File: config.mk
export PLATFORM = sky130hd
export DESIGN_NAME = tone_timer_interrupt_sound_unit
export DESIGN_NICKNAME = d
export VERILOG_FILES = /design/src/hdl/ttisu_pkg.sv /design/src/hdl/tone_timer_interrupt_sound_unit.sv /design/src/hdl/ttisu_core.sv /design/src/hdl/ttisu_skid.sv
export SDC_FILE = /design/constraint.sdc
export NUM_CORES = 1
export LEC_CHECK = 0
export CORE_MARGIN = 2
export CORE_UTILIZATION = 45
export DETAILED_ROUTE_END_ITERATION = 6
export DONT_BUFFER_PORTS = 1
export HOLD_SLACK_MARGIN = 0.02
export SETUP_SLACK_MARGIN = 0.3
export SYNTH_ARGS = -nofsm -noshare
export SYNTH_HDL_FRONTEND = slang
export SYNTH_SLANG_ARGS = --single-unit
File: constraint.sdc
create_clock -name clk -period 8.4 [get_ports clk]
set_input_delay 0.84 -clock clk [delete_from_list [all_inputs] [get_ports clk]]
set_output_delay 0.84 -clock clk [all_outputs]
set_load 0.02 [all_outputs]
File: src/hdl/ttisu_pkg.sv
// ----------------------------------------------------------------------------
// ttisu_pkg
// types and constants shared by the tone, timer and interrupt sound unit
// ----------------------------------------------------------------------------
`default_nettype none

package ttisu_pkg;

  localparam logic [1:0] CMD_TICK      = 2'd0;
  localparam logic [1:0] CMD_REG_WRITE = 2'd1;
  localparam logic [1:0] CMD_IRQ_EN    = 2'd2;
  localparam logic [1:0] CMD_VIDEO     = 2'd3;

  localparam logic [4:0] OFF_TONE_CTRL = 5'd7;
  localparam logic [4:0] OFF_FAST_CLK  = 5'd31;

  localparam logic [1:0] SEL_KHZ   = 2'd0;
  localparam logic [1:0] SEL_FIFTY = 2'd1;
  localparam logic [1:0] SEL_TONE0 = 2'd2;
  localparam logic [1:0] SEL_TONE1 = 2'd3;

  localparam int unsigned KhzReload   = 250 - 1;
  localparam int unsigned FiftyReload = 5000 - 1;
  localparam int unsigned OneHzReload = 250000 - 1;

  localparam int unsigned KHZ_W   = $clog2(KhzReload + 1);
  localparam int unsigned FIFTY_W = $clog2(FiftyReload + 1);
  localparam int unsigned ONEHZ_W = $clog2(OneHzReload + 1);

  localparam logic [2:0] SAMPLE_RELOAD_FAST = 3'd3;
  localparam logic [2:0] SAMPLE_RELOAD_SLOW = 3'd5;

  typedef struct packed {
    logic [1:0] command;
    logic [4:0] reg_offset;
    logic [7:0] write_data;
    logic       video_level;
  } in_item_t;

  typedef struct packed {
    logic       sample_valid;
    logic [7:0] left_sample;
    logic [7:0] right_sample;
    logic [5:0] int_status;
  } out_item_t;

endpackage

`default_nettype wire

File: src/hdl/tone_timer_interrupt_sound_unit.sv
// ----------------------------------------------------------------------------
// tone_timer_interrupt_sound_unit
// tone, timer and interrupt sound unit with valid/stall channels
// ----------------------------------------------------------------------------
// Each input transaction (tick, register write, interrupt enable write or
// video line change) is applied to the unit state in the cycle it is accepted
// and yields exactly one registered result transaction. One transaction
// is taken every cycle; the only limit is the result register plus one skid
// entry, so in_stall rises only when the result side has stalled for two
// items. A sample is produced on every sixth tick, or fourth in fast clock
// mode, while sample_enable is set. cfg_ready is always high.
// ----------------------------------------------------------------------------
`default_nettype none

module tone_timer_interrupt_sound_unit (
  input  wire logic                 clk,
  input  wire logic                 rst_n,
  input  wire logic                 in_valid,
  output logic                      in_stall,
  input  wire ttisu_pkg::in_item_t  in_data,
  output logic                      out_valid,
  input  wire logic                 out_stall,
  output ttisu_pkg::out_item_t      out_data,
  input  wire logic                 cfg_valid,
  output logic                      cfg_ready,
  input  wire logic                 cfg_data
);
  import ttisu_pkg::*;

  logic      accept;
  logic      full;
  out_item_t result;

  assign cfg_ready = 1'b1;
  assign in_stall  = full;
  assign accept    = in_valid && !full;

  ttisu_core u_core (
    .clk      (clk),
    .rst_n    (rst_n),
    .cfg_we   (cfg_valid),
    .cfg_data (cfg_data),
    .item_we  (accept),
    .item     (in_data),
    .result   (result)
  );

  ttisu_skid u_skid (
    .clk       (clk),
    .rst_n     (rst_n),
    .push      (accept),
    .push_data (result),
    .full      (full),
    .out_valid (out_valid),
    .out_stall (out_stall),
    .out_data  (out_data)
  );

endmodule

`default_nettype wire

File: src/hdl/ttisu_core.sv
// ----------------------------------------------------------------------------
// ttisu_core
// unit state: dividers, tone counters, registers and interrupt flags, updated
// once per accepted transaction, with the matching result formed alongside
// ----------------------------------------------------------------------------
`default_nettype none

module ttisu_core (
  input  wire logic               clk,
  input  wire logic               rst_n,
  input  wire logic               cfg_we,
  input  wire logic               cfg_data,
  input  wire logic               item_we,
  input  wire ttisu_pkg::in_item_t  item,
  output ttisu_pkg::out_item_t    result
);
  import ttisu_pkg::*;

  logic                 sample_en_r;
  logic [11:0]          reload_r [3];
  logic [11:0]          count_r  [3];
  logic [2:0]           flip_r;
  logic [5:0]           vol_r    [8];
  logic [6:0]           tctrl_r;
  logic                 fast_r;
  logic [KHZ_W-1:0]     khz_r;
  logic [FIFTY_W-1:0]   fifty_r;
  logic [ONEHZ_W-1:0]   onehz_r;
  logic [2:0]           sdiv_r;
  logic [5:0]           flags_r;
  logic [7:0]           en_r;

  logic [11:0]          count_nxt [3];
  logic [2:0]           flip_nxt;
  logic [2:0]           tone_fire;
  logic [KHZ_W-1:0]     khz_nxt;
  logic [FIFTY_W-1:0]   fifty_nxt;
  logic [ONEHZ_W-1:0]   onehz_nxt;
  logic [2:0]           sdiv_nxt;
  logic [5:0]           flags_nxt;
  logic                 khz_fire;
  logic                 fifty_fire;
  logic                 onehz_fire;
  logic                 tone_evt;
  logic                 sample_fire;
  logic [7:0]           left_mix;
  logic [7:0]           right_mix;

  // tone counters
  always_comb begin
    for (int i = 0; i < 3; i++) begin
      tone_fire[i] = 1'b0;
      if (tctrl_r[i]) begin
        count_nxt[i] = reload_r[i];
        flip_nxt[i]  = 1'b0;
      end else if (count_r[i] == 12'd0) begin
        count_nxt[i] = reload_r[i];
        flip_nxt[i]  = ~flip_r[i];
        tone_fire[i] = 1'b1;
      end else begin
        count_nxt[i] = count_r[i] - 12'd1;
        flip_nxt[i]  = flip_r[i];
      end
    end
  end

  assign khz_fire   = (khz_r == '0);
  assign fifty_fire = (fifty_r == '0);
  assign onehz_fire = (onehz_r == '0);
  assign khz_nxt    = khz_fire ? KHZ_W'(KhzReload) : khz_r - KHZ_W'(1);
  assign fifty_nxt  = fifty_fire ? FIFTY_W'(FiftyReload) : fifty_r - FIFTY_W'(1);
  assign onehz_nxt  = onehz_fire ? ONEHZ_W'(OneHzReload) : onehz_r - ONEHZ_W'(1);

  always_comb begin
    case (tctrl_r[6:5])
      SEL_KHZ:   tone_evt = khz_fire;
      SEL_FIFTY: tone_evt = fifty_fire;
      SEL_TONE0: tone_evt = tone_fire[0];
      SEL_TONE1: tone_evt = tone_fire[1];
      default:   tone_evt = 1'b0;
    endcase
  end

  assign sample_fire = sample_en_r && (sdiv_r == 3'd0);
  always_comb begin
    if (!sample_en_r) begin
      sdiv_nxt = sdiv_r;
    end else if (sdiv_r == 3'd0) begin
      sdiv_nxt = fast_r ? SAMPLE_RELOAD_FAST : SAMPLE_RELOAD_SLOW;
    end else begin
      sdiv_nxt = sdiv_r - 3'd1;
    end
  end

  // mix uses the flip-flops after this tick
  always_comb begin
    if (tctrl_r[3]) begin
      left_mix = {vol_r[0], 2'b00};
    end else begin
      left_mix = ({2'b00, vol_r[0] & {6{flip_nxt[0]}}})
               + ({2'b00, vol_r[1] & {6{flip_nxt[1]}}})
               + ({2'b00, vol_r[2] & {6{flip_nxt[2]}}});
    end
    if (tctrl_r[4]) begin
      right_mix = {vol_r[4], 2'b00};
    end else begin
      right_mix = ({2'b00, vol_r[4] & {6{flip_nxt[0]}}})
                + ({2'b00, vol_r[5] & {6{flip_nxt[1]}}})
                + ({2'b00, vol_r[6] & {6{flip_nxt[2]}}});
    end
  end

  // interrupt flags
  always_comb begin
    flags_nxt = flags_r;
    unique case (item.command)
      CMD_TICK: begin
        flags_nxt[0] = flags_r[0] ^ tone_evt;
        flags_nxt[1] = flags_r[1] | (tone_evt & en_r[0]);
        flags_nxt[2] = flags_r[2] ^ onehz_fire;
        flags_nxt[3] = flags_r[3] | (onehz_fire & en_r[2]);
      end
      CMD_REG_WRITE: begin
        flags_nxt = flags_r;
      end
      CMD_IRQ_EN: begin
        for (int j = 0; j < 3; j++) begin
          flags_nxt[2*j+1] = flags_r[2*j+1] & ~item.write_data[2*j+1]
                           & item.write_data[2*j];
        end
      end
      CMD_VIDEO: begin
        if (item.video_level) begin
          flags_nxt[4] = 1'b1;
        end else begin
          flags_nxt[5] = flags_r[5] | (flags_r[4] & en_r[4]);
          flags_nxt[4] = 1'b0;
        end
      end
      default: flags_nxt = flags_r;
    endcase
  end

  always_comb begin
    result = '0;
    result.int_status = flags_nxt;
    if (item.command == CMD_TICK && sample_fire) begin
      result.sample_valid = 1'b1;
      result.left_sample  = left_mix;
      result.right_sample = right_mix;
    end
  end

  always_ff @(posedge clk) begin
    if (!rst_n) begin
      sample_en_r <= 1'b1;
      for (int i = 0; i < 3; i++) begin
        reload_r[i] <= '0;
        count_r[i]  <= '0;
      end
      for (int k = 0; k < 8; k++) begin
        vol_r[k] <= '0;
      end
      flip_r  <= '0;
      tctrl_r <= '0;
      fast_r  <= 1'b0;
      khz_r   <= '0;
      fifty_r <= '0;
      onehz_r <= '0;
      sdiv_r  <= '0;
      flags_r <= '0;
      en_r    <= '0;
    end else begin
      if (cfg_we) begin
        sample_en_r <= cfg_data;
      end
      if (item_we) begin
        flags_r <= flags_nxt;
        unique case (item.command)
          CMD_TICK: begin
            for (int i = 0; i < 3; i++) begin
              count_r[i] <= count_nxt[i];
            end
            flip_r  <= flip_nxt;
            khz_r   <= khz_nxt;
            fifty_r <= fifty_nxt;
            onehz_r <= onehz_nxt;
            sdiv_r  <= sdiv_nxt;
          end
          CMD_REG_WRITE: begin
            if (item.reg_offset < 5'd6) begin
              if (item.reg_offset[0]) begin
                reload_r[item.reg_offset[2:1]][11:8] <= item.write_data[3:0];
              end else begin
                reload_r[item.reg_offset[2:1]][7:0] <= item.write_data;
              end
            end else if (item.reg_offset == OFF_TONE_CTRL) begin
              tctrl_r <= item.write_data[6:0];
            end else if (item.reg_offset[4:3] == 2'b01) begin
              vol_r[item.reg_offset[2:0]] <= item.write_data[5:0];
            end else if (item.reg_offset == OFF_FAST_CLK) begin
              fast_r <= item.write_data[1];
            end
          end
          CMD_IRQ_EN: begin
            en_r <= item.write_data;
          end
          CMD_VIDEO: begin
            en_r <= en_r;
          end
          default: en_r <= en_r;
        endcase
      end
    end
  end

endmodule

`default_nettype wire

File: src/hdl/ttisu_skid.sv
// ----------------------------------------------------------------------------
// ttisu_skid
// result register with one skid entry between the unit and the result channel
// ----------------------------------------------------------------------------
`default_nettype none

module ttisu_skid (
  input  wire logic                clk,
  input  wire logic                rst_n,
  input  wire logic                push,
  input  wire ttisu_pkg::out_item_t  push_data,
  output logic                     full,
  output logic                     out_valid,
  input  wire logic                out_stall,
  output ttisu_pkg::out_item_t     out_data
);
  import ttisu_pkg::*;

  logic      out_valid_r;
  out_item_t out_r;
  logic      skid_valid_r;
  out_item_t skid_r;
  logic      room;

  assign room      = !out_valid_r || !out_stall;
  assign full      = skid_valid_r;
  assign out_valid = out_valid_r;
  assign out_data  = out_r;

  always_ff @(posedge clk) begin
    if (!rst_n) begin
      out_valid_r  <= 1'b0;
      skid_valid_r <= 1'b0;
    end else if (room) begin
      if (skid_valid_r) begin
        out_valid_r  <= 1'b1;
        skid_valid_r <= 1'b0;
      end else begin
        out_valid_r <= push;
      end
    end else if (push) begin
      skid_valid_r <= 1'b1;
    end
  end

  always_ff @(posedge clk) begin
    if (room) begin
      if (skid_valid_r) begin
        out_r <= skid_r;
      end else if (push) begin
        out_r <= push_data;
      end
    end else if (push) begin
      skid_r <= push_data;
    end
  end

endmodule

`default_nettype wire

# After elaboration in Yosys (flattened, before gate mapping)

Memories as Yosys holds them, arrays and structs flattened.
Cells that the tools add are included.

Word-level logic and storage cells: 174
Latch bits: 0
Memories: 3
ROM bits: 0
Input port bits: 22
Memory bits (writable): 120
Register bits after elaboration: 113

Shift-type cells: 0
$lt $le $gt $ge: 1
Equality and inequality tests: 9
Reductions and logical operators: 27
Muxes and demuxes: 69
Bitwise gates (word level): 34
$mul: 0
$add $sub $neg: 11
Divide/modulo/power cells: 0

Memories:

| name            | words | bits a word | read ports | clocked after Yosys merged registers in | write ports | RTL line         | RTL |
|---|---|---|---|---|---|---|---|
| u_core.vol_r    | 8     | 6           | 6          | 0                                       | 8           | ttisu_core.sv:23 | `logic [5:0] vol_r [8];` |
| u_core.count_r  | 3     | 12          | 3          | 0                                       | 3           | ttisu_core.sv:21 | `logic [11:0] count_r [3];` |
| u_core.reload_r | 3     | 12          | 3          | 0                                       | 3           | ttisu_core.sv:20 | `logic [11:0] reload_r [3];` |

Operators with widths:

| operator                | count |
|---|---|
| $mux W12                | 10 |
| $mux W23                | 2 |
| $mux W1                 | 41 |
| $and A6 B6 Y6           | 6 |
| $logic_not A12 Y1       | 3 |
| $sub A12 B1 Y12 const B | 3 |
| $mux W8                 | 3 |
| $logic_not A18 Y1       | 1 |
| $mux W18                | 1 |
| $sub A18 B1 Y18 const B | 1 |
| $mux W17                | 1 |
| $add A8 B6 Y8           | 2 |
| $add A6 B6 Y7           | 2 |
| $logic_not A13 Y1       | 1 |
| $mux W13                | 1 |
| $sub A13 B1 Y13 const B | 1 |
| $reduce_or A12 Y1       | 1 |
| $not A1 Y1              | 11 |
| $and A1 B1 Y1           | 9 |
| $mux W3                 | 3 |
| $eq A2 B2 Y1 const B    | 4 |
| $logic_not A8 Y1        | 1 |
| $reduce_and A2 Y1       | 4 |
| $sub A8 B1 Y8 const B   | 1 |
| other kinds (22)        | 38 |

# Logic depth before layout (Yosys ltp)

Gate-level depths: netlist of run 1.
An unclocked memory read counts as a cell.

Word-level depth: 11
Depth in mapped cells: 21
Gate-level depth less buffers: 20

# Cells and area by module

From an unflattened synthesis of run 1, not the netlist that was laid out.

Cells, all modules: 974
Area, all modules: 10,968.0 um^2

Modules (own cells, without submodules):

| module                          | area an instance (um^2) | cells an instance | instances |
|---|---|---|---|
| ttisu_core                      | 9,093.7                 | 891               | 1 |
| ttisu_skid                      | 1,849.3                 | 80                | 1 |
| tone_timer_interrupt_sound_unit | 25.0                    | 3                 | 1 |

# Worst setup path after synthesis of run 1

OpenSTA, ideal clock, no wires.

Path type: register to register
Start point: memory u_core.count_r[0][2]
End point: register u_skid.out_r (netlist bit u_skid.out_data[20]), data pin
Arrival time: 4,096 ps
Setup slack: 4,040 ps
Stages on the path, launching flop included: 19
Required time: 8,135 ps
Cell sequence: edfxtp_1 or4_1 nor4_1 xnor2_1 nor2_1 clkbuf_1 and2_1 ha_1 fa_1 a21o_1 a21oi_1 xnor2_1 ha_1 o21a_1 o31a_1 o21ai_0 nor3b_1 o31ai_1 o21ai_0

RTL lines:

| item                 | RTL line         | RTL |
|---|---|---|
| from (decl)          | ttisu_core.sv:21 |  |
| to (signal assigned) | ttisu_skid.sv:49 | `out_r <= skid_r;` |
| to (signal assigned) | ttisu_skid.sv:51 | `out_r <= push_data;` |
| to (decl)            | ttisu_skid.sv:20 | `out_item_t out_r;` |

==> metrics.yaml, run 1 <==
placement:
  place_area_um2: 11300
  port_buffers: 0
  routabilityCongestion: 0.807
  place_hpwl_um: 15200
flow_run:
  drv_cap: 0
final_layout:
  utilization: 0.501
  diodes: 0
  fin_area_um2: 12100
  nets: 1077
  final_common_cell: "edfxtp_1"
  final_cell_mix: "154 x edfxtp_1, 123 x nor2_1, 110 x and2_1"
  drive_gt1_frac: 0.0723
  area_growth_pct: 10.4
timing:
  drv_slew: 0
  hold_viol: 0
  final-setup-viol-count: 0
  slew_headroom: 0.314
  holdWs_ns: 0.388
  final.setup.tns_ns: 0
  rsz0062_at_grt: "false"
  worst_pin_slew_ns: 1.02
  finalCriticalPeriod_ns: 4.97
  fin_crit_sh: 0.591
  fmax_mhz: 201
  skew_ns: 0.0136
drt:
  drt_iter0_drc: 431
  route.detailed.drc: 0
  vias_per_cell: 5.25
  firstDrtPassIters: 5
  ant_nets: 0
  wl_per_cell_um: 16.7
  vias: 7142
  routed_wl_um: 22700
floorplan:
  die_area_um2: 25600
  coreArea_um2: 24100
  row_count: 57
  design.portCount: 48
  initial_utilization: 0.453
  dieHeight_um: 160
  dieWidth_um: 160
grt:
  grt_pass1_wl_um: 36900
  grt_usage: 0.179
  grt_max_degree: 40
  grt.overflow.total: 0
  grt_pass1_vias: 7078
  antenna_found_initial: 0
critical_path:
  crit_slowest_cell: "nor2_1"
  crit_family: "simple AND/OR/NAND/NOR gates"
  timing.rr.start: "u_core.count_r[0][2]"
  critPathBufInv: 0
  arrival_ns: 5.23
  crit_chain: "or4_1 -> nor4_1 -> xnor2_1 -> nor2_1 -> and2_1 -> ha_1 -> a21o_1 -> a21oi_1 -> xnor2_1 -> ha_1 -> o21a_1 -> o31a_1 -> o21ai_0 -> a21boi_0 -> o31ai_1 -> o21ai_0"
  crit_required_ns: 8.66
  reg2reg_depth: 16
  critPathMaxStageDelay_ns: 0.65
  cp-end-kind: "register"
  r2r_slack_ns: 3.43
  r2r-end: "u_skid.out_data[20]"
  worstPathMaxFanout: 12
  crit_type: "register to register"
  critPathLaunchType: "register"
synthesis:
  synth_cell_types: 52
  syn-num-nets: 1080
  synth_edf_count: 154
  ys_seq_area_frac: 0.542
  ys_ff_latch: 219
  synth_area_leaders: "edfxtp_1 42%, dfxtp_1 12%, and2_1 6.3%"
  synth_top_area_share: 0.423
  syn_avg_cell_area_um2: 10.7
  synthFlopType: "edfxtp_1"
  yosys_warnings: 0
  syn_area_um2: 10900
  yosys.area.top_type: "edfxtp_1"
  postSynth.asyncResetShare: 0
  syn_inst: 1022
min_path:
  worstHoldStart: "rst_n"
  whs_path_depth: 1
  hold_path_class: "input pin to register"
  hold_path_end: "u_core.sample_en_r"
cts:
  cts_tree: "built"
  cts_sinks: 219
  cts_setup_buffers: 0
  htree_levels: 1
  cts_buffers: 25
  cts_buffer_depth: 3
  clkTransAtPathRegs_ns: 0.06
  cts_resized: 0
  hold_buffers: 0
  clk_latency_ns: 0.52
  cts-root-buf: "clkbuf_16"
power_and_ir_drop:
  p_per_area_nw_per_um2: 205
  ir_drop_mv: 0.128
  p_leak_uw: 0.00454
run_status:
  run_status: "finished, final reports clean"
## cell families after synthesis
group,synth area share
simple gates,0.203
flops,0.542
compound gates,0.0972
buf+inv,0.0276
xor+xnor,0.0561
fa+ha+maj,0.0440
mux,0.0299
other cells,0.000343
## registers in the layout (all words and copies together) (netlist names), 6 cells and up
signal / cells
u_core.count_r: 36
u_core.fifty_r: 13
u_core.flags_r: 6
u_core.khz_r: 8
u_core.onehz_r: 18
u_core.reload_r: 36
u_core.tctrl_r: 7
u_core.vol_r: 36
u_skid.out_data: 23
u_skid.skid_r: 23
## power by group
group	internal (uW)	total, uW	leakage (uW)	switching (uW)
logic	66.7	167	0.00208	100
clock network	622	1050	0.000399	430
registers	1210	1250	0.00206	43.0
## how the worst max path moves through the flow
stage                               startpoint                   to  slack, ns  cells past startpoint
after floorplan           u_core.count_r[0][2]  u_skid.out_data[20]       4.04                     18
after global placement    u_core.count_r[0][2]  u_skid.out_data[20]       3.53                     16
after detailed placement  u_core.count_r[0][2]  u_skid.out_data[20]       3.44                     16
after CTS                 u_core.count_r[0][2]  u_skid.out_data[20]       3.42                     16
after global routing      u_core.count_r[0][3]  u_skid.out_data[20]       3.04                     16
final                     u_core.count_r[0][2]  u_skid.out_data[20]       3.43                     16
## per-stage QoR
step	power [uW]	setup slack [ns]	std cells
floorplan	1400	4.04	1022
global placement	1440	3.53	1316
detailed placement	1440	3.44	1316
CTS	2500	3.42	1361
global route	2570	3.04	1361
finish	2470	3.43	1361
## synth_stat cells (all sizes together) (2+ instances only)
library cell  instances
edfxtp              154
nor2                124
and2                110
dfxtp                65
nand2                52
o21ai                43
xnor2                41
a21oi                39
a211oi               38
clkbuf               36
inv                  33
ha                   32
nor3                 31
xor2                 29
mux2i                18
nand2b               16
nor4                 15
mux2                 13
nand3                13
nor2b                13
nor3b                10
or3                   9
or4                   9
a21o                  7
buf                   7
o21a                  6
o21bai                6
o31a                  6
o31ai                 6
a31oi                 5
a311oi                4
and3                  4
fa                    4
nand3b                4
nand4                 4
nor4b                 4
a22o                  3
a21boi                2
## metal layers
layer,global-route usage,vias up,share of wire
li1,-,3628,-
met1,0.228,3387,0.44
met2,0.311,93,0.49
met3,0.0369,34,0.051
met4,0.0438,0,0.019
met5,0,-,0
## final cells by class
type	count	area (um^2)
inverter	33	124
clock buffer	32	706
clock inverter	13	92.6
timing repair buffer	13	97.6
multi-input combinational	727	4710
tap	324	405
fill	2262	12000
sequential	219	5930
## worst reg2reg max path, stage by stage (launching register included)
cell	delay, ns
edfxtp_1	0.43
or4_1	0.61
nor4_1	0.58
xnor2_1	0.16
nor2_1	0.65
and2_1	0.28
ha_1	0.24
a21o_1	0.15
a21oi_1	0.22
xnor2_1	0.15
ha_1	0.28
o21a_1	0.20
o31a_1	0.11
o21ai_0	0.19
a21boi_0	0.12
o31ai_1	0.25
o21ai_0	0.11
Note: power is estimated with default switching activity, not from simulation.
==> inputs of run 2 (changes only) <==
clock period = 5 ns   (was 8.4 ns; I/O delays follow)
==> run 2 against run 1 <==
- clock power grew 59%
- sequential share of layout area is essentially flat
- global-route usage grew 0.56 points
- maximum frequency grew 12%
- design area is essentially flat
- clock skew grew 0.013 ns
- via count grew 1.9%
- worst setup slack lost 2.9 ns
- final cell count grew 0.22%
- total power grew 64%
- non-clock buffer count grew 4
- hold slack lost 0.33 ns
- critical path type unchanged
==> metrics.yaml, run 2 (synthesis gave the netlist of run 1 again) <==
run_status:
  run_status: "finished, final reports clean"  # unchanged
power_and_ir_drop:
  total_power_uw: 4060  # was 2470 uW
  p_clk_frac: 0.412  # was 0.426
  switching_power_uw: 947  # was 573 uW
  ir_drop_mv: 0.296  # was 0.128 mV
  power.internal_uw: 3110  # was 1900 uW
  p_leak_uw: 0.00452  # was 0.00454 uW
  p_per_area_nw_per_um2: 337  # was 205 nW/um^2
  p_comb_frac: 0.070  # was 0.068
  swShare: 0.233  # was 0.232
  p_seq_frac: 0.518  # was 0.507
final_layout:
  final_common_cell: "edfxtp_1"  # unchanged
  drive_gt1_frac: 0.0760  # was 0.0723
  area_growth_pct: 10.4  # about the same
  utilization: 0.501  # about the same
  nets: 1080  # was 1077
  diodes: 0  # unchanged
  largestRegisters: "u_core.count_r x36, u_core.reload_r x36, u_core.vol_r x36"  # unchanged
  final_cell_mix: "154 x edfxtp_1, 122 x nor2_1, 110 x and2_1"  # was 154 x edfxtp_1, 123 x nor2_1, 110 x and2_1
placement:
  routabilityCongestion: 0.778  # was 0.807
  port_buffers: 0  # unchanged
  place_hpwl_um: 15500  # was 15200 um
flow_run:
  drv_cap: 0  # unchanged
floorplan:
  design.portCount: 48  # unchanged
  die_area_um2: 25600  # unchanged
  coreArea_um2: 24100  # unchanged
  dieHeight_um: 160  # unchanged
  row_count: 57  # unchanged
  dieWidth_um: 160  # unchanged
  initial_utilization: 0.453  # unchanged
timing:
  fmax_mhz: 225  # was 201 MHz
  final.setup.tns_ns: 0  # unchanged
  finalCriticalPeriod_ns: 4.43  # was 4.97 ns
  worst_pin_slew_ns: 1.16  # was 1.02 ns
  fin_crit_sh: 0.887  # was 0.591
  drv_slew: 0  # unchanged
  slew_headroom: 0.218  # was 0.314
  hold_viol: 0  # unchanged
  skew_ns: 0.0269  # was 0.0136 ns
  final-setup-viol-count: 0  # unchanged
  rsz0062_at_grt: "false"  # unchanged
critical_path:
  crit_type: "register to register"  # unchanged
  crit_chain: "or4_4 -> nor4_2 -> buf_4 -> xnor2_1 -> nor2_2 -> and2_1 -> ha_1 -> fa_1 -> a21o_1 -> a21oi_1 -> xnor2_1 -> ha_1 -> o21a_1 -> o31a_1 -> o21ai_1 -> a21boi_0 -> o31ai_1 -> o21ai_0"  # was or4_1 -> nor4_1 -> xnor2_1 -> nor2_1 -> and2_1 -> ha_1 -> a21o_1 -> a21oi_1 -> xnor2_1 -> ha_1 -> o21a_1 -> o31a_1 -> o21ai_0 -> a21boi_0 -> o31ai_1 -> o21ai_0
  reg2reg_depth: 18  # was 16
  arrival_ns: 4.70  # was 5.23 ns
  critPathLaunchType: "register"  # unchanged
  r2r_slack_ns: 0.57  # was 3.43 ns
  cp-end-kind: "register"  # unchanged
  worstPathMaxFanout: 7  # was 12
  crit_family: "compound AO/OA/AOI/OAI gates"  # was simple AND/OR/NAND/NOR gates
  critPathBufInv: 1  # was 0
  critPathMaxStageDelay_ns: 0.58  # was 0.65 ns
  crit_required_ns: 5.27  # was 8.66 ns
  crit_cells: 18  # was 16
  crit_slowest_cell: "or4_4"  # was nor2_1
cts:
  cts_buffers: 24  # was 25
  clk_latency_ns: 0.53  # was 0.52 ns
  hold_buffers: 0  # unchanged
  cts-root-buf: "clkbuf_16"  # unchanged
  cts_tree: "built"  # unchanged
  htree_levels: 1  # unchanged
  cts_buffer_depth: 3  # unchanged
  cts_sinks: 219  # unchanged
  clkTransAtPathRegs_ns: 0.06  # about the same
  cts_setup_buffers: 0  # unchanged
grt:
  grt_pass1_wl_um: 38100  # was 36900 um
  grt.overflow.total: 0  # unchanged
  antenna_found_initial: 0  # unchanged
  grt_pass1_vias: 7297  # was 7078
  grt_usage: 0.184  # was 0.179
  grt_max_degree: 40  # unchanged
drt:
  routed_wl_um: 23200  # was 22700 um
  vias: 7276  # was 7142
  ant_nets: 0  # unchanged
  wl_per_cell_um: 17.0  # was 16.7 um
  firstDrtPassIters: 4  # was 5
  route.detailed.drc: 0  # unchanged
  drt_iter0_drc: 372  # was 431
  vias_per_cell: 5.33  # was 5.25
min_path:
  whs_path_depth: 1  # unchanged
  hold_path_class: "input pin to register"  # unchanged
[run 2: cell types whose count changed in the layout (fill, tap and decap cells not counted), moves of 2 or more]
cell       change
clkinv_2       -3
buf_4          +4
clkbuf_16      -2
clkbuf_1       +8
clkbuf_2       -2
clkinv_1       -3
nor4_1         -2
nor4_2         +2
clkbuf_8       +2
[run 2: worst paths after layout]
| kind | start | to |
|---|---|---|
| hold / removal | rst_n | u_core.sample_en_r |
| setup / recovery | u_core.count_r[0][3] | u_skid.out_data[20] |
| hold reg to reg | u_core.flags_r[5] | u_core.flags_r[5] |
| setup reg to reg | u_core.count_r[0][3] | u_skid.out_data[20] |
[run 2: stage by stage]
step	hold slack, ns	std cells	setup WS (ns)	cell area (um^2)
3_5_place_dp	0.452	1320	0.455	11300
5_1_grt	0.0523	1364	0.323	12100
4_1_cts	0.0429	1364	0.451	12000
6_report	0.0582	1364	0.565	12100
3_3_place_gp	0.440	1320	0.552	11300
2_1_floorplan	0.431	1022	0.640	10900
[run 2: cell type report]
cell class | count | area (um^2)
multi-input combinational | 727 | 4740
fill | 2194 | 12000
sequential | 219 | 5930
tap | 324 | 405
clock inverter | 5 | 33.8
clock buffer | 39 | 711
timing repair buffer | 17 | 128
inverter | 33 | 124
[run 2: what timing repair did]
item,4_1_cts,5_1_grt
hold endpoints to repair,0,0
endpoints found under the setup margin,0,12
gates resized for setup,0,7
[run 2: routing by layer]
layer	wire (um)	part of all wire	global-route usage
met1	10600	0.46	0.236
met2	11100	0.48	0.320
met3	979	0.042	0.0348
met4	519	0.022	0.0508
met5	0	0	0
[run 2: power by group through the flow]
stage               Clock (uW)  Sequential, uW  Combinational [uW]
finish                    1670            2100                 286
floorplan                    0            2130                 233
global placement             0            2140                 282
CTS                       1710            2100                 288
detailed placement           0            2140                 285
global route              1780            2110                 326
==> inputs of run 3 (changes only) <==
CORE_MARGIN = default   (was 2)
clock period = 3.9 ns   (was 5 ns; I/O delays follow)
==> run 3 against run 2 <==
- register-to-register slack worse by 0.76 ns
- maximum frequency grew 8.3%
- sequential share of layout area shrank 3.4 points
- combinational power increased by 48%
- clock skew fell by 0.019 ns
- count of clock-buffer cells in the layout down 4
- wire length up 3.9%
- final cell count grew 4.7%
- clock power rose by 26%
- the run now ends with negative setup slack left
- hold slack got worse by 0.015 ns
- sequential power grew 28%
- flip-flop and latch count did not move
==> metrics.yaml, run 3 (synthesis gave the netlist of run 1 again) <==
placement:
  port_buffers: 0  # unchanged
  place_ws_ns: -0.351  # was 0.455 ns
  place_hpwl_um: 16000  # was 15500 um
  routabilityCongestion: 0.796  # was 0.778
critical_path:
  crit_slowest_cell: "or4_4"  # unchanged
  crit_chain: "or4_4 -> nor4_4 -> xnor2_2 -> nor2_4 -> buf_6 -> and2_4 -> ha_4 -> fa_2 -> a21o_1 -> a21oi_2 -> xnor2_1 -> ha_1 -> o21a_1 -> o31a_1 -> o21ai_1 -> nand2b_1 -> xnor2_1 -> o21a_1"  # was or4_4 -> nor4_2 -> buf_4 -> xnor2_1 -> nor2_2 -> and2_1 -> ha_1 -> fa_1 -> a21o_1 -> a21oi_1 -> xnor2_1 -> ha_1 -> o21a_1 -> o31a_1 -> o21ai_1 -> a21boi_0 -> o31ai_1 -> o21ai_0
  critPathLaunchType: "register"  # unchanged
  worstPathMaxFanout: 5  # was 7
  reg2reg_depth: 18  # unchanged
  crit_type: "register to register"  # unchanged
  critPathMaxStageDelay_ns: 0.56  # was 0.58 ns
  cp-end-kind: "register"  # unchanged
  crit_required_ns: 4.16  # was 5.27 ns
  arrival_ns: 4.36  # was 4.70 ns
final_layout:
  fillerInstances: 2080  # was 2194
  diodes: 0  # unchanged
  multi_input_area_um2: 5120  # was 4740 um^2
  nets: 1150  # was 1080
  area_growth_pct: 18.7  # was 10.4%
  final_cell_mix: "154 x edfxtp_1, 118 x nor2_1, 105 x and2_1"  # was 154 x edfxtp_1, 122 x nor2_1, 110 x and2_1
  drive_gt1_frac: 0.184  # was 0.0760
  largestRegisters: "u_core.count_r x36, u_core.reload_r x36, u_core.vol_r x36"  # unchanged
  final_common_cell: "edfxtp_1"  # unchanged
  seqCellArea_um2: 5930  # unchanged
  utilization: 0.549  # was 0.501
timing:
  holdWs_ns: 0.0435  # was 0.0582 ns
  rsz0062_at_grt: "true"  # was false
  fmax_mhz: 244  # was 225 MHz
  slew_headroom: 0.217  # was 0.218
  fin_ws_ns: -0.194  # was 0.565 ns
  finalCriticalPeriod_ns: 4.09  # was 4.43 ns
  drv_slew: 0  # unchanged
  final-setup-viol-count: 17  # was 0
  final.setup.tns_ns: -1.64  # was 0 ns
  fin_crit_sh: 1.05  # was 0.887
  hold_viol: 0  # unchanged
  worst_pin_slew_ns: 1.16  # about the same
  skew_ns: 0.00798  # was 0.0269 ns
run_status:
  run_status: "finished, violations left"  # was finished, final reports clean
  violations: "negative setup slack"
power_and_ir_drop:
  p_seq_frac: 0.516  # was 0.518
  p_leak_uw: 0.00491  # was 0.00452 uW
  p_comb_frac: 0.081  # was 0.070
  switching_power_uw: 1210  # was 947 uW
  ir_drop_mv: 0.351  # was 0.296 mV
  total_power_uw: 5220  # was 4060 uW
  swShare: 0.231  # was 0.233
  power.internal_uw: 4010  # was 3110 uW
  p_per_area_nw_per_um2: 402  # was 337 nW/um^2
  p_clk_frac: 0.403  # was 0.412
drt:
  firstDrtPassIters: 4  # unchanged
  route.detailed.drc: 0  # unchanged
  routed_wl_um: 24100  # was 23200 um
  vias_per_cell: 5.30  # was 5.33
  vias: 7571  # was 7276
  ant_nets: 0  # unchanged
  wl_per_cell_um: 16.9  # was 17.0 um
  drt_iter0_drc: 444  # was 372
cts:
  cts_buffers: 25  # was 24
  htree_levels: 1  # unchanged
  cts-root-buf: "clkbuf_16"  # unchanged
  clk_latency_ns: 0.51  # was 0.53 ns
  cts_buffer_depth: 3  # unchanged
  cts_sinks: 219  # unchanged
  clkTransAtPathRegs_ns: 0.06  # about the same
  cts_tree: "built"  # unchanged
min_path:
  hold_path_class: "input pin to register"  # unchanged
  whs_path_depth: 2  # was 1
floorplan:
  design.portCount: 48  # unchanged
  die_area_um2: 24900  # was 25600 um^2
  dieHeight_um: 158  # was 160 um
  dieWidth_um: 158  # was 160 um
  row_count: 56  # was 57
  coreArea_um2: 23600  # was 24100 um^2
  initial_utilization: 0.463  # was 0.453
grt:
  grt_usage: 0.200  # was 0.184
  grt_pass1_vias: 7427  # was 7297
  grt_max_degree: 40  # unchanged
  antenna_found_initial: 0  # unchanged
  grt.overflow.total: 0  # unchanged
  grt_pass1_wl_um: 38500  # was 38100 um
flow_run:
  drv_cap: 0  # unchanged
-- run 3: final timing paths --
| path | startpoint | to | slack [ns] |
|---|---|---|---|
| max | u_core.count_r[0][10] | u_skid.skid_r[12] | -0.19 |
| min reg2reg | u_core.onehz_r[0] | u_core.onehz_r[0] | 0.46 |
| max reg2reg | u_core.count_r[0][10] | u_skid.skid_r[12] | -0.19 |
| min | in_data[3] | u_core.tctrl_r[2] | 0.04 |
-- run 3: cell type report --
cell class | instances | share of cell area
Inverter | 33 | 0.00955
Clock buffer | 35 | 0.0534
Clock inverter | 9 | 0.00289
Sequential cell | 219 | 0.457
Tap cell | 319 | 0.0308
Multi-Input combinational cell | 728 | 0.395
Timing Repair Buffer | 85 | 0.0520
-- run 3: worst max-delay path, delay by kind of cell (launching register included) --
kind                       cells  cell delay, ns
buffers and inverters          1            0.13
adders and majority gates      3            0.77
and+or+nand+nor                5            1.24
xor gates and xnor gates       3            0.46
AOI/OAI and AO/OA              6            0.85
DFF                            1            0.38
-- run 3: repair_timing --
| item | in CTS | in global routing |
|---|---|---|
| pin swaps | 40 | 25 |
| resized for setup | 40 | 31 |
| gates cloned | 1 | 0 |
| endpoints found under the setup margin | 27 | 27 |
| buffers inserted | 9 | 6 |
| hold buffers | 7 | 0 |
| endpoints found under the hold margin | 17 | 0 |
-- run 3: power by group through the flow --
stage / combinational [uW] / sequential (uW) / clock [uW]
floorplan: 303 / 2730 / 0
global placement: 396 / 2740 / 0
detailed placement: 402 / 2740 / 0
CTS: 422 / 2690 / 2160
global route: 473 / 2710 / 2240
finish: 422 / 2690 / 2100
-- run 3: per-stage QoR --
step,instance area (um^2),cells
finish,13000,1428
CTS,12800,1422
global route,13000,1428
global placement,11700,1361
detailed placement,11700,1361
floorplan,11000,1022
-- run 3: routing by layer --
metal | up-vias | global-route usage | part of all wire
met4 | 0 | 0.0513 | 0.017
met3 | 27 | 0.0315 | 0.033
met1 | 3678 | 0.254 | 0.45
li1 | 3778 | - | -
met2 | 88 | 0.351 | 0.50
met5 | - | 0 | 0
